--- src/rtl/a2d_pkg.sv ---
// Shared constants, angle table and stage control type for the atan2 degrees unit.
`default_nettype none
package a2d_pkg;

   localparam int ZFRAC   = 24;
   localparam int ZW      = 35;
   localparam int TAB_LEN = 24;
   localparam int OUT_W   = 17;

   localparam logic [29:0] ATAN_TAB [0:TAB_LEN-1] = '{
      30'd754974720, 30'd445687602, 30'd235489088, 30'd119537938,
      30'd60000934,  30'd30029717,  30'd15018523,  30'd7509720,
      30'd3754917,   30'd1877466,   30'd938734,    30'd469367,
      30'd234684,    30'd117342,    30'd58671,     30'd29335,
      30'd14668,     30'd7334,      30'd3667,      30'd1833,
      30'd917,       30'd458,       30'd229,       30'd115
   };

   localparam logic signed [ZW-1:0] Z_HALF_TURN = ZW'(180) <<< ZFRAC;
   localparam logic signed [ZW-1:0] Z_FULL_TURN = ZW'(360) <<< ZFRAC;

   typedef struct packed {
      logic valid;
      logic zero;
   } a2d_ctl_type;

endpackage
`default_nettype wire

--- src/rtl/a2d_micro.sv ---
// One CORDIC vectoring micro-rotation as a pipeline stage.
`default_nettype none
module a2d_micro #(
   parameter int DW    = 43,
   parameter int SHIFT = 0
) (
   input  wire                           clock,
   input  wire                           reset,
   input  a2d_pkg::a2d_ctl_type          ctl_up,
   input  wire signed [DW-1:0]           x_up,
   input  wire signed [DW-1:0]           y_up,
   input  wire signed [a2d_pkg::ZW-1:0]  z_up,
   output logic                          up_en,
   input  wire                           down_en,
   output a2d_pkg::a2d_ctl_type          ctl_out,
   output logic signed [DW-1:0]          x_out,
   output logic signed [DW-1:0]          y_out,
   output logic signed [a2d_pkg::ZW-1:0] z_out
);
   import a2d_pkg::*;

   localparam logic signed [ZW-1:0] ANGLE = ZW'(ATAN_TAB[SHIFT]);

   a2d_ctl_type           ctl_ff;
   logic signed [DW-1:0]  x_ff, x_in, y_ff, y_in, dx, dy;
   logic signed [ZW-1:0]  z_ff, z_in;
   logic                  en;

   assign en    = !ctl_ff.valid || down_en;
   assign up_en = en;

   always_comb begin
      dx = y_up >>> SHIFT;
      dy = x_up >>> SHIFT;
      if (!y_up[DW-1]) begin
         x_in = x_up + dx;
         y_in = y_up - dy;
         z_in = z_up + ANGLE;
      end else begin
         x_in = x_up - dx;
         y_in = y_up + dy;
         z_in = z_up - ANGLE;
      end
   end

   always_ff @(posedge clock) begin
      if (reset) begin
         ctl_ff <= '0;
      end else if (en) begin
         ctl_ff <= ctl_up;
      end
   end

   always_ff @(posedge clock) begin
      if (en) begin
         x_ff <= x_in;
         y_ff <= y_in;
         z_ff <= z_in;
      end
   end

   assign ctl_out = ctl_ff;
   assign x_out   = x_ff;
   assign y_out   = y_ff;
   assign z_out   = z_ff;

   // After pre-rotation the x component only grows, so it never turns negative.
   a_x_positive: assert property (@(posedge clock) disable iff (reset)
      ctl_ff.valid |-> !x_ff[DW-1])
      else $error("x component went negative");

endmodule
`default_nettype wire

--- config.mk ---
export PLATFORM = sky130hd
export DESIGN_NAME = a2d_micro
export DESIGN_NICKNAME = d
export VERILOG_FILES = /design/src/rtl/a2d_pkg.sv /design/src/rtl/a2d_micro.sv
export SDC_FILE = /design/constraint.sdc
export NUM_CORES = 1
export LEC_CHECK = 0
export ABC_AREA = 1
export ABC_CLOCK_PERIOD_IN_PS = 4550
export BUFFER_PORTS_ARGS = -buffer_cell sky130_fd_sc_hd__buf_4
export CAP_MARGIN = 0
export CORE_MARGIN = 3
export CORE_UTILIZATION = 25
export CTS_CLUSTER_SIZE = 24
export DETAILED_ROUTE_END_ITERATION = 8
export GPL_TIMING_DRIVEN = 0
export PLACE_DENSITY = 0.5
export SKIP_LAST_GASP = 1
export SLEW_MARGIN = 20
export SYNTH_ARGS = -nofsm -noshare
export SYNTH_HDL_FRONTEND = slang
export SYNTH_SLANG_ARGS = --single-unit
--- constraint.sdc ---
create_clock -name clock -period 4.55 [get_ports clock]
set_clock_uncertainty 0.1 [all_clocks]
set_input_delay 0.2275 -clock clock [delete_from_list [all_inputs] [get_ports clock]]
set_output_delay 0.2275 -clock clock [all_outputs]
set_load 0.01 [all_outputs]
* Word-level counts from Yosys, hierarchy flattened *
Cells that the tools add are included.

word-level totals
  bits of input ports = 126
  word-level logic and storage cells = 15
  output and inout bits = 124
  flip-flop bits (word level) = 123

operators by class
  add/sub/neg operators = 5
  reductions and logical operators = 2
  muxes and demuxes = 3

operators with widths
  kind                    number
  $mux 43                 2
  $sub 43x43->43          2
  $add 43x43->43          1
  $add 35x31->35 const B  1
  $mux 35                 1
  $sub 35x31->35 const B  1
  $logic_not 1->1         1
  $logic_or 1x1->1        1

* Depth between registers and ports, before layout *
Gate-level depths: netlist (run 1).

  word-level depth = 2
  gate-level depth with buffers = 17
  depth with buffers taken out = 17

* Worst setup path before layout (run 1) *
Ideal clock, no wire load.

  kind = register -> register
  start = register ctl_ff, in the netlist ctl_out[1]
  end = register x_ff[0] (netlist: x_out[0]) (enable)
  period minus slack after synthesis = 3395 ps
  stages on the path, launching flop included = 4
  required time = 3973 ps
  arrival time = 2818 ps
  setup slack = 1155 ps
  path through = dfxtp_1 inv_1 nor2_1 inv_1

between the ends
  longest elaborated chain between the ends = 2

ends and longest elaborated chain
  element                 RTL line         source
  start, declared         a2d_micro.sv:24  a2d_ctl_type ctl_ff;
  start signal, assigned  a2d_micro.sv:50  ctl_ff <= ctl_up;
  $logic_not 1->1         a2d_micro.sv:29  assign en = !ctl_ff.valid || down_en;
  $logic_or 1x1->1        a2d_micro.sv:29
  net up_en               a2d_micro.sv:13  output logic up_en,
  end signal, assigned    a2d_micro.sv:56  x_ff <= x_in;
  end, declared           a2d_micro.sv:25  logic signed [DW-1:0] x_ff, x_in, y_ff, y_in, dx, dy;

The timed path passes the listed nets, and every way through them passes these cells.
A chain may end at the register's enable or synchronous reset.

* Worst setup path in the final report (run 1) *
  start = input y_up[42]
  end = register z_ff[31] (netlist: z_out[31]) (data pin)

between the ends
  longest elaborated chain between the ends = 1

ends and longest elaborated chain
  element               RTL line         source
  start, declared       a2d_micro.sv:11  input wire signed [DW-1:0] y_up,
  $mux 35               a2d_micro.sv:35  if (!y_up[DW-1]) begin
  net z_in[31]          a2d_micro.sv:26  logic signed [ZW-1:0] z_ff, z_in;
  end signal, assigned  a2d_micro.sv:58  z_ff <= z_in;
  end, declared         a2d_micro.sv:26

The timed path passes the listed nets, and every way through them passes these cells.

==> results of run 1 <==
==> path summary, 6_finish.rpt <==
kind                                   end  slack, ns  startpoint
worst max-delay path             z_out[31]       1.78    y_up[42]
worst min-delay path             z_out[34]       0.05    z_up[34]
worst max register to register  ctl_out[0]       2.57  ctl_out[1]
worst min register to register  ctl_out[0]       0.94  ctl_out[0]
==> kinds of logic after synthesis <==
family / after synthesis
compound gates: 292
xor+xnor: 40
fa+ha+maj: 139
simple gates: 1282
flops: 122
buf+inv: 448
==> routing by layer <==
layer	GRT usage [%]	part of all wire [%]
met3	2.97	5.3
met4	9.10	3.7
met5	0	0
met1	27.9	45
met2	36.0	46
==> power groups by stage <==
stage	sequential (uW)	combinational, uW	clock (uW)
3_5_place_dp	1530	2200	0
6_report	1500	2240	1550
5_1_grt	1520	2450	1640
4_1_cts	1510	2230	1600
3_3_place_gp	1540	2190	0
2_1_floorplan	1630	1160	0
==> flip-flops by register name, summed over array words and instances, names as in the netlist <==
name and count:
x_out 43, z_out 35, ctl_out 2, y_out 42
==> placed cells by master, fill, tap and decap left out, types with 11 or more instances in the layout <==
cell type	synthesis	final
inv_2	31	31
nor2_2	49	49
buf_4	23	272
buf_2	13	13
nor3_1	11	11
edfxtp_1	120	120
o21bai_1	23	23
inv_1	359	358
nor2_1	183	183
a21oi_1	129	129
nand4_1	22	22
nand2_2	29	29
xor2_1	35	35
o21ai_1	18	18
nand2_1	742	742
ha_1	135	135
nor2_4	12	12
nand3_1	206	206
dlygate4sd3_1	0	29
o21ai_0	79	79
clkbuf_16	0	17
a21oi_2	14	14
==> worst max-delay path, cell delays in order <==
cell and delay, ns:
buf_4 0.13, clkbuf_1 0.58, inv_2 0.25, buf_2 0.36
ha_1 0.41, inv_1 0.10, nor3_1 0.32, a21oi_1 0.16
nor2_1 0.13, nor2_1 0.06, xor2_1 0.14
==> through the flow <==
step	power, uW	TNS (ns)
2_1_floorplan	2780	0
3_3_place_gp	3730	-11.41
3_5_place_dp	3730	0
4_1_cts	5340	0
5_1_grt	5610	0
6_report	5290	0
==> area by class of cell <==
class                           instances  area share (%)
Multi-Input combinational cell       1753            50.2
Clock inverter                         14            1.13
Clock buffer                           18            2.30
Timing Repair Buffer                  279            11.7
Tap cell                              765            5.12
Buffer                                 57            2.10
Inverter                              391            7.90
Sequential cell                       122            19.5
==> what timing repair did <==
action                                  CTS  global route
hold endpoints to repair                 27             0
endpoints found under the setup margin    0             0
gates resized for setup                   0             0
hold buffers                             29             0
==> summary.txt, run 1 <==
Outcome
  • Status: complete, no violations

Timing
  • Setup violators final: 0
  • Fmax: 0.361 GHz
  • Final worst slack: 1.78 ns
  • Final Hold Viols: 0
  • Tmin final: 2.77 ns
  • Unrepaired setup endpoints after global routing: false
  • Relative slew slack: 20.1%
  • Worst-margin pin slew: 1.20 ns
  • Fin Hold WS: 0.0542 ns
  • Tcrit/Tclk final: 60.8%
  • Slew Viols, Final: 0

Yosys
  • Asr flop ratio synth: 0%
  • Synthesized flop and latch total: 122
  • Commonest cells in the netlist: nand2_1, inv_1, nand3_1, nor2_1, ha_1
  • Synth unique cells: 47
  • Synth area leader: edfxtp_1
  • Post-synthesis simple-gate area fraction: 37.6%
  • Synth Area in Compound Gates: 11.2%
  • Synth top area cells: edfxtp_1, nand2_1, ha_1, inv_1, nand3_1
  • Synth Area in Adders: 11.9%
  • Post-Synth XOR/XNOR Area: 2.35%
  • Most instantiated library cell after synthesis: nand2_1
  • Number of flops mapped to enable cells by yosys: 120
  • Prevailing post-synth register cell: edfxtp_1
  • Synth warn: 0
  • Syn Nets: 2588
  • Largest family of logic cells by synthesized area: simple AND/OR/NAND/NOR gates
  • Register area share after synthesis: 24.5%
  • Post-synthesis mux area share: 0%
  • Share of the synthesized area in the top cell type: 24.2%
  • Gate count of the mapped netlist: 2323
  • Avg Synthesized Cell Area: 6.41 um2
  • Mapped Area: 14900 um2

Drt
  • DR iter-0 viols: 1081
  • Remaining DRCs: 0
  • Antenna-violating nets left: 0
  • WL/cell: 20.3 um
  • First-pass iteration count of the detailed router: 6
  • Via density per instance: 4.75
  • Total wire length: 69100 um
  • Via count: 16200

Power
  • Clock power share: 29.2%
  • LEAKAGE: 0.00968 uW
  • Int Power: 3170 uW
  • Switching power: 2120 uW
  • Combinational share of power: 42.3%
  • Sw frac: 40.1%
  • VDD IR-drop max: 0.302 mV
  • Power density over the cells: 283 nW/um2
  • Flop pwr share: 28.4%

Floorplan
  • I/O pins: 250
  • Initial core utilization: 25.5%
  • Chip Height: 250 um
  • Core ar.: 58400 um2
  • Die W: 250 um
  • Die area: 62500 um2
  • Site row count: 88

Global routing
  • Antenna violations before repair: 0
  • Total GRT Usage: 21.5%
  • First-pass GRT wire length: 99500 um
  • Number of global-route vias before repair: 16200
  • Total grt overflow: 0
  • Largest net degree at the start of global routing: 66

Setup path
  • CP endpoint kind: flop
  • Startpoint Class: input pin
  • Worst-path maximum fanout: 13
  • Setup CP Type: input pin to flop
  • R2R depth: 6
  • CP arrival: 2.89 ns
  • WP data required: 4.68 ns

Clocking
  • Clock root buffer: clkbuf_16
  • H-Tree Depth: 4
  • Clock insertion delay at the later pin of the skew report: 0.48 ns
  • Clk buf depth: 2
  • TritonCTS Buffers: 17
  • CTS clk-pin slew, worst paths: 0.06 ns
  • Postcts setup bufs: 0
  • Num Clock Sinks: 122
  • CTS tree: yes

Placed design
  • DP Area: 17800 um2
  • GP Congestion: 0.969
  • Dpl ws: 1.34 ns
  • Placed cell count: 3338
  • Post-DP HPWL: 58200 um
  • PortBufs: 249

Final layout
  • Antenna fix cells: 0
  • Fillers: 6407
  • Non-Filler Instances: 3399
  • FF/Latch Area: 3640 um2
  • Fin area: 18700 um2
  • Layout Utilization: 32.0%
  • Proportion of layout cells with a drive suffix above 1: 18.7%
  • Area of the multi-input gates: 9390 um2
  • Layout area overhead: 25.5%
  • Fin nets: 2886

Job
  • Number of max-cap violations: 0

Hold path
  • Worst Hold Class: input pin to flop
  • WHS Path Cells: 3
(Power assumes the default switching activity.)
==> run 2: changes to the inputs <==
--- a/config.mk
+++ b/config.mk
@@ -6,7 +6,7 @@
 export NUM_CORES = 1
 export LEC_CHECK = 0
 export ABC_AREA = 1
-export ABC_CLOCK_PERIOD_IN_PS = 4550
+export ABC_CLOCK_PERIOD_IN_PS = 2700
 export BUFFER_PORTS_ARGS = -buffer_cell sky130_fd_sc_hd__buf_4
 export CAP_MARGIN = 0
 export CORE_MARGIN = 3
==> constraint.sdc (replaced) <==
create_clock -name clock -period 2.7 [get_ports clock]
set_clock_uncertainty 0.1 [all_clocks]
set_input_delay 0.135 -clock clock [delete_from_list [all_inputs] [get_ports clock]]
set_output_delay 0.135 -clock clock [all_outputs]
set_load 0.01 [all_outputs]
==> run 2 against run 1 <==
  * Critical path depth is 5 higher
  * Worst setup slack worse by 1.6 ns
  * Highest routed layer unchanged
  * Critical path type unchanged
  * Sequential share of layout area hardly changed
  * Clock-buffer cell count is 1 lower
  * Non-clock buffer count is 4 higher
  * Largest power group unchanged
  * Hold slack better by 0.014 ns
  * Utilization hardly changed
  * Global-route usage is 0.22 points higher
  * Critical endpoint is now x_out[40]
==> summary.txt, run 2 (synthesis gave the netlist of run 1 again) <==
Timing
  • Slew Viols, Final: 0 (unchanged)
  • Tcrit/Tclk final: 93.4%
  • Final worst slack: 0.177 ns (-1.61 ns)
  • Setup violators final: 0 (unchanged)
  • Final Hold Viols: 0 (unchanged)
  • Unrepaired setup endpoints after global routing: false
  • Worst-margin pin slew: 1.11 ns (-0.0840 ns)
  • Relative slew slack: 25.7% (+5.6 points)
  • Total negative setup slack: 0 ns (unchanged)
  • Fmax: 0.396 GHz
  • Tmin final: 2.52 ns

Drt
  • Antenna-violating nets left: 0 (unchanged)
  • DR iter-0 viols: 1066 (-1.4%)
  • WL/cell: 20.4 um (+0.20%)
  • Remaining DRCs: 0 (unchanged)
  • Total wire length: 69300 um (+0.32%)
  • Via density per instance: 4.78 (+0.66%)
  • Via count: 16300 (+0.77%)
  • First-pass iteration count of the detailed router: 5 (-1)

Floorplan
  • I/O pins: 250 (unchanged)
  • Die W: 250 um (unchanged)
  • Die area: 62500 um2 (unchanged)
  • Initial core utilization: 25.5% (unchanged)
  • Site row count: 88 (unchanged)
  • Chip Height: 250 um (unchanged)
  • Core ar.: 58400 um2 (unchanged)

Setup path
  • CP bufs+invs: 3 (-2)
  • WP data required: 2.82 ns (-1.86 ns)
  • CP max-delay cell: fa_1
  • Worst-path maximum fanout: 5 (-8)
  • CP endpoint kind: flop
  • CP arrival: 2.64 ns (-0.25 ns)
  • CP top delay family: simple AND/OR/NAND/NOR gates
  • CP most frequent cell: nand2_1
  • Setup CP Type: input pin to flop
  • Critical path cell sequence: buf_4 > inv_1 > ha_1 > fa_1 > inv_1 > nand3_1 > nand3_1 > nand2_1 > nand2_1 > nand2_1 > nand3_1 > nand2_1 > nand2_1 > nand2_1 > nand3_1 > nand2_1
  • Crit-path max cell delay: 0.56 ns (-0.02 ns)
  • Startpoint Class: input pin

Final layout
  • Fin nets: 2890 (+0.14%)
  • Fin area: 18700 um2 (about the same)
  • Max reg flops: 43 (unchanged)
  • Commonest non-fill, non-tap cell in the layout: nand2_1
  • Layout area overhead: 25.4% (about the same)
  • Proportion of layout cells with a drive suffix above 1: 18.9% (+0.20 points)
  • Antenna fix cells: 0 (unchanged)
  • Most frequent cells in the layout: nand2_1, inv_1, buf_4

Clocking
  • Clock insertion delay at the later pin of the skew report: 0.47 ns (about the same)
  • CTS clk-pin slew, worst paths: 0.06 ns (about the same)
  • Postcts setup bufs: 0 (unchanged)
  • H-Tree Depth: 4 (unchanged)
  • Clk buf depth: 2 (unchanged)
  • CTS tree: yes
  • Num Clock Sinks: 122 (unchanged)
  • Clock root buffer: clkbuf_16
  • Post-CTS sizing: 0 (unchanged)
  • TritonCTS Buffers: 17 (unchanged)

Power
  • Combinational share of power: 43.8% (+1.5 points)
  • Switching power: 3580 uW (+69%)
  • Sw frac: 41.4% (+1.4 points)
  • Power density over the cells: 463 nW/um2 (+64%)
  • Int Power: 5070 uW (+60%)
  • Clock power share: 26.9% (-2.3 points)
  • Flop pwr share: 29.4% (+1.0 points)
  • VDD IR-drop max: 0.491 mV (+62%)
  • LEAKAGE: 0.00968 uW (about the same)

Job
  • Number of max-cap violations: 0 (unchanged)

Hold path
  • Worst Hold Class: input pin to flop

Global routing
  • First-pass GRT wire length: 101000 um (+1.4%)
  • Largest net degree at the start of global routing: 33 (-50%)
  • Antenna violations before repair: 0 (unchanged)
  • Total grt overflow: 0 (unchanged)
  • Number of global-route vias before repair: 16400 (+1.2%)
  • Total GRT Usage: 21.8% (+0.22 points)

Placed design
  • Post-DP HPWL: 58400 um (+0.30%)
  • GP Congestion: 0.971 (+0.21%)
  • PortBufs: 249 (unchanged)
  • DP Area: 17800 um2 (+0.21%)
  • Dpl ws: -0.419 ns (-1.76 ns)

Outcome
  • Status: complete, no violations
[run 2: metal layers]
metal / GRT usage (%) / up-vias / wire length [um]
met5: 0 / - / 0
met4: 7.33 / 0 / 2110
met3: 3.44 / 88 / 3930
met2: 37.2 / 524 / 32800
met1: 28.0 / 7709 / 30400
li1: - / 7961 / -
[run 2: cell type report]
class | count | area (um2)
Clock buffer | 17 | 425
Inverter | 391 | 1470
Fill cell | 6458 | 39700
Timing Repair Buffer | 284 | 2250
Clock inverter | 15 | 143
Buffer | 56 | 390
Tap cell | 765 | 957
Sequential cell | 122 | 3640
Multi-Input combinational cell | 1753 | 9400
[run 2: worst reg2reg max path: cells and delay by family, from the launching register on]
kind	cells	cell delay, ns
flops	1	0.34
compound gates	1	0.08
simple gates	2	0.35
buf+inv	3	1.22
[run 2: what timing repair did]
action | CTS | global route
setup endpoints to repair | 0 | 2
hold buffers | 32 | 0
endpoints found under the hold margin | 31 | 0
[run 2: through the flow]
step | power, uW | hold slack [ns] | std cells | util [%]
after floorplan | 4690 | 0.100 | 2323 | -
after global placement | 6280 | 0.196 | 3337 | 30.4
after detailed placement | 6300 | 0.201 | 3340 | 30.5
after CTS | 8760 | 0.00964 | 3404 | 32.0
after global routing | 9230 | 0.0442 | 3403 | 32.0
final | 8650 | 0.0687 | 3403 | 32.0
[run 2: power by group through the flow]
stage	Sequential, uW	Combinational, uW	Clock (uW)
3_3_place_gp	2580	3700	0
2_1_floorplan	2740	1950	0
6_report	2540	3790	2320
3_5_place_dp	2580	3720	0
5_1_grt	2570	4140	2520
4_1_cts	2550	3780	2440
[run 2: path summary, 6_finish.rpt]
kind | start | cells past startpoint | slack, ns | endpoint
worst min-delay path | z_up[26] | 3 | 0.07 | z_out[26]
worst max-delay path | x_up[0] | 16 | 0.18 | x_out[40]
worst min register to register | ctl_out[0] | 3 | 0.93 | ctl_out[0]
worst max register to register | ctl_out[1] | 6 | 0.50 | ctl_out[0]
==> run 3: changes to the inputs <==
--- a/config.mk
+++ b/config.mk
@@ -8,15 +8,17 @@
 export ABC_AREA = 1
 export ABC_CLOCK_PERIOD_IN_PS = 2700
 export BUFFER_PORTS_ARGS = -buffer_cell sky130_fd_sc_hd__buf_4
-export CAP_MARGIN = 0
+export CAP_MARGIN = 20
 export CORE_MARGIN = 3
 export CORE_UTILIZATION = 25
 export CTS_CLUSTER_SIZE = 24
 export DETAILED_ROUTE_END_ITERATION = 8
 export GPL_TIMING_DRIVEN = 0
+export HOLD_SLACK_MARGIN = 0.08
 export PLACE_DENSITY = 0.5
 export SKIP_LAST_GASP = 1
 export SLEW_MARGIN = 20
 export SYNTH_ARGS = -nofsm -noshare
 export SYNTH_HDL_FRONTEND = slang
 export SYNTH_SLANG_ARGS = --single-unit
+export TNS_END_PERCENT = 100
==> run 3 against run 2 <==
  * Clock-buffer cell count unchanged
  * Hold slack better by 0.12 ns
  * Register-to-register slack about the same
  * Power up 0.25%
  * Utilization up 0.19 points
  * Via count down 0.66%
  * Sequential cell count unchanged
  * Critical path depth down 1
  * Largest power group unchanged
==> summary.txt, run 3 (synthesis gave the netlist of run 1 again) <==
Floorplan
  • Chip Height: 250 um (unchanged)
  • Core ar.: 58400 um2 (unchanged)
  • Die W: 250 um (unchanged)
  • Die area: 62500 um2 (unchanged)
  • I/O pins: 250 (unchanged)
  • Initial core utilization: 25.5% (unchanged)
  • Site row count: 88 (unchanged)

Power
  • Power density over the cells: 462 nW/um2 (-0.35%)
  • Sw frac: 41.4% (about the same)
  • Combinational share of power: 43.9% (about the same)
  • Clock power share: 26.8% (about the same)
  • VDD IR-drop max: 0.489 mV (-0.28%)
  • Flop pwr share: 29.3% (about the same)
  • Int Power: 5080 uW (+0.28%)
  • LEAKAGE: 0.00972 uW (+0.47%)
  • Switching power: 3590 uW (+0.21%)
  • Total power: 8670 uW (+0.25%)

Clocking
  • Num Clock Sinks: 122 (unchanged)
  • CTS tree: yes
  • Postcts setup bufs: 0 (unchanged)
  • TritonCTS Buffers: 17 (unchanged)
  • CTS clk-pin slew, worst paths: 0.06 ns (about the same)
  • Clk buf depth: 2 (unchanged)
  • Clock insertion delay at the later pin of the skew report: 0.47 ns (about the same)
  • H-Tree Depth: 4 (unchanged)
  • Clock root buffer: clkbuf_16

Final layout
  • Layout area overhead: 26.2%
  • Proportion of layout cells with a drive suffix above 1: 18.9% (-0.041 points)
  • Antenna fix cells: 0 (unchanged)
  • Fin nets: 2901 (+0.38%)
  • Max reg flops: 43 (unchanged)
  • Commonest non-fill, non-tap cell in the layout: nand2_1
  • Fillers: 6441 (-0.26%)
  • Most frequent cells in the layout: nand2_1, inv_1, buf_4
  • Non-Filler Instances: 3414 (+0.32%)
  • Fin area: 18800 um2 (+0.60%)

Drt
  • Via count: 16200 (-0.66%)
  • Top routing layer in use: met4
  • First-pass iteration count of the detailed router: 7 (+2)
  • WL/cell: 20.3 um (-0.26%)
  • Remaining DRCs: 0 (unchanged)
  • Antenna-violating nets left: 0 (unchanged)
  • Total wire length: 69300 um (about the same)
  • DR WL met2: 32800 um (about the same)
  • Via density per instance: 4.74 (-0.98%)
  • DR iter-0 viols: 1056 (-0.94%)
  • DR WL met3: 3750 um (-4.5%)
  • Routed length on met1: 30600 um (+0.75%)

Global routing
  • Total GRT Usage: 21.8% (about the same)
  • First-pass GRT wire length: 101000 um (+0.15%)
  • Number of global-route vias before repair: 16400 (+0.38%)
  • Total grt overflow: 0 (unchanged)
  • Largest net degree at the start of global routing: 33 (unchanged)
  • Antenna violations before repair: 0 (unchanged)

Timing
  • Tcrit/Tclk final: 98.8% (+5.4 points)
  • Setup violators final: 0 (unchanged)
  • Fmax: 0.375 GHz (-5.5%)
  • Final Hold Viols: 0 (unchanged)
  • Fin Hold WS: 0.192 ns (+0.123 ns)
  • Slew Viols, Final: 0 (unchanged)
  • Relative slew slack: 24.9% (-0.78 points)
  • Unrepaired setup endpoints after global routing: true
  • Tmin final: 2.67 ns (+0.146 ns)
  • Worst-margin pin slew: 1.13 ns (+0.0118 ns)
  • Final worst slack: 0.0316 ns (-0.146 ns)

Outcome
  • Status: complete, no violations

Setup path
  • Critical path cell sequence: buf_4 > dlygate4sd3_1 > fa_2 > inv_1 > nand3_1 > nand3_1 > nand2_1 > nand2_1 > nand2_1 > nand3_1 > nand2_1 > nand2_1 > nand2_1 > nand3_1 > nand2_1
  • Reg2reg setup slack: 0.50 ns (about the same)
  • R2r startpoint: ctl_out[1]
  • R2R depth: 6 (unchanged)
  • WP data required: 2.82 ns (about the same)
  • CP max-delay cell: dlygate4sd3_1
  • CP most frequent cell: nand2_1
  • Worst-path maximum fanout: 4 (-1)
  • CP arrival: 2.79 ns (+0.15 ns)
  • Crit-path max cell delay: 0.61 ns (+0.05 ns)
  • RR Endpoint: ctl_out[0]
  • CP endpoint kind: flop
  • Startpoint Class: input pin
  • CP top delay family: simple AND/OR/NAND/NOR gates
  • CP bufs+invs: 3 (unchanged)
  • Setup CP Type: input pin to flop

Placed design
  • Dpl ws: -0.419 ns (unchanged)
  • GP Congestion: 0.971 (unchanged)
  • Placed cell count: 3340 (unchanged)
  • Post-DP HPWL: 58400 um (unchanged)
  • DP Area: 17800 um2 (unchanged)
  • PortBufs: 249 (unchanged)

Hold path
  • Worst Hold Class: input pin to flop
  • End of the worst hold path: z_out[34]
  • HP Start: y_up[42]
  • WHS Path Cells: 3 (unchanged)

Job
  • Number of max-cap violations: 0 (unchanged)
==> run 3: cell count changes in the layout (fill, tap and decap cells not counted) <==
cell | previous run | this run
fa_1 | 4 | 3
fa_2 | 0 | 1
dlygate4sd3_1 | 32 | 43
==> run 3: timing repair <==
action / 4_1_cts / 5_1_grt
setup endpoints to repair: 0 / 8
gates resized for setup: 0 / 1
hold buffers: 43 / 0
hold endpoints to repair: 40 / 0
==> run 3: worst max path at each step <==
stage	startpoint	endpoint	cells past startpoint
finish	y_up[1]	x_out[40]	15
CTS	y_up[1]	x_out[32]	15
detailed placement	y_up[42]	z_out[31]	11
floorplan	ctl_out[1]	x_out[0]	3
global placement	ctl_out[1]	y_out[32]	3
global route	y_up[1]	x_out[40]	15
==> run 3: worst register-to-register path: cells and delay by family, from the launching register on <==
family | cells | cell delay, ns
and+or+nand+nor | 2 | 0.35
DFF | 1 | 0.34
buffers and inverters | 3 | 1.22
AOI/OAI and AO/OA | 1 | 0.08
==> run 3: cell type report <==
| class | count | area [um2] | share of cell area, % |
|---|---|---|---|
| plain buffers | 56 | 390 | 2.08 |
| flip-flops and latches | 122 | 3640 | 19.4 |
| clock buffers | 17 | 425 | 2.26 |
| multi-input cells | 1753 | 9400 | 50.0 |
| inverters | 391 | 1470 | 7.83 |
| repair buffers | 295 | 2360 | 12.6 |
| clock inverters | 15 | 143 | 0.759 |
| well taps | 765 | 957 | 5.09 |
==> run 3: metal layers <==
metal | vias up | global-route usage [%]
met1 | 7585 | 28.0
met3 | 93 | 3.44
met5 | - | 0
li1 | 7986 | -
met4 | 0 | 7.33
met2 | 511 | 37.2
==> run 3: per-stage QoR <==
step,utilization [%],TNS (ns)
global placement,30.4,-140.30
CTS,32.2,0
detailed placement,30.5,-5.14
finish,32.2,0
global route,32.2,-0.00494
floorplan,-,-13.77
==> run 3: power by group through the flow <==
stage	Sequential, uW	Clock, uW	Combinational (uW)
2_1_floorplan	2740	0	1950
3_3_place_gp	2580	0	3700
3_5_place_dp	2580	0	3720
4_1_cts	2550	2440	3790
5_1_grt	2570	2520	4160
6_report	2540	2330	3810
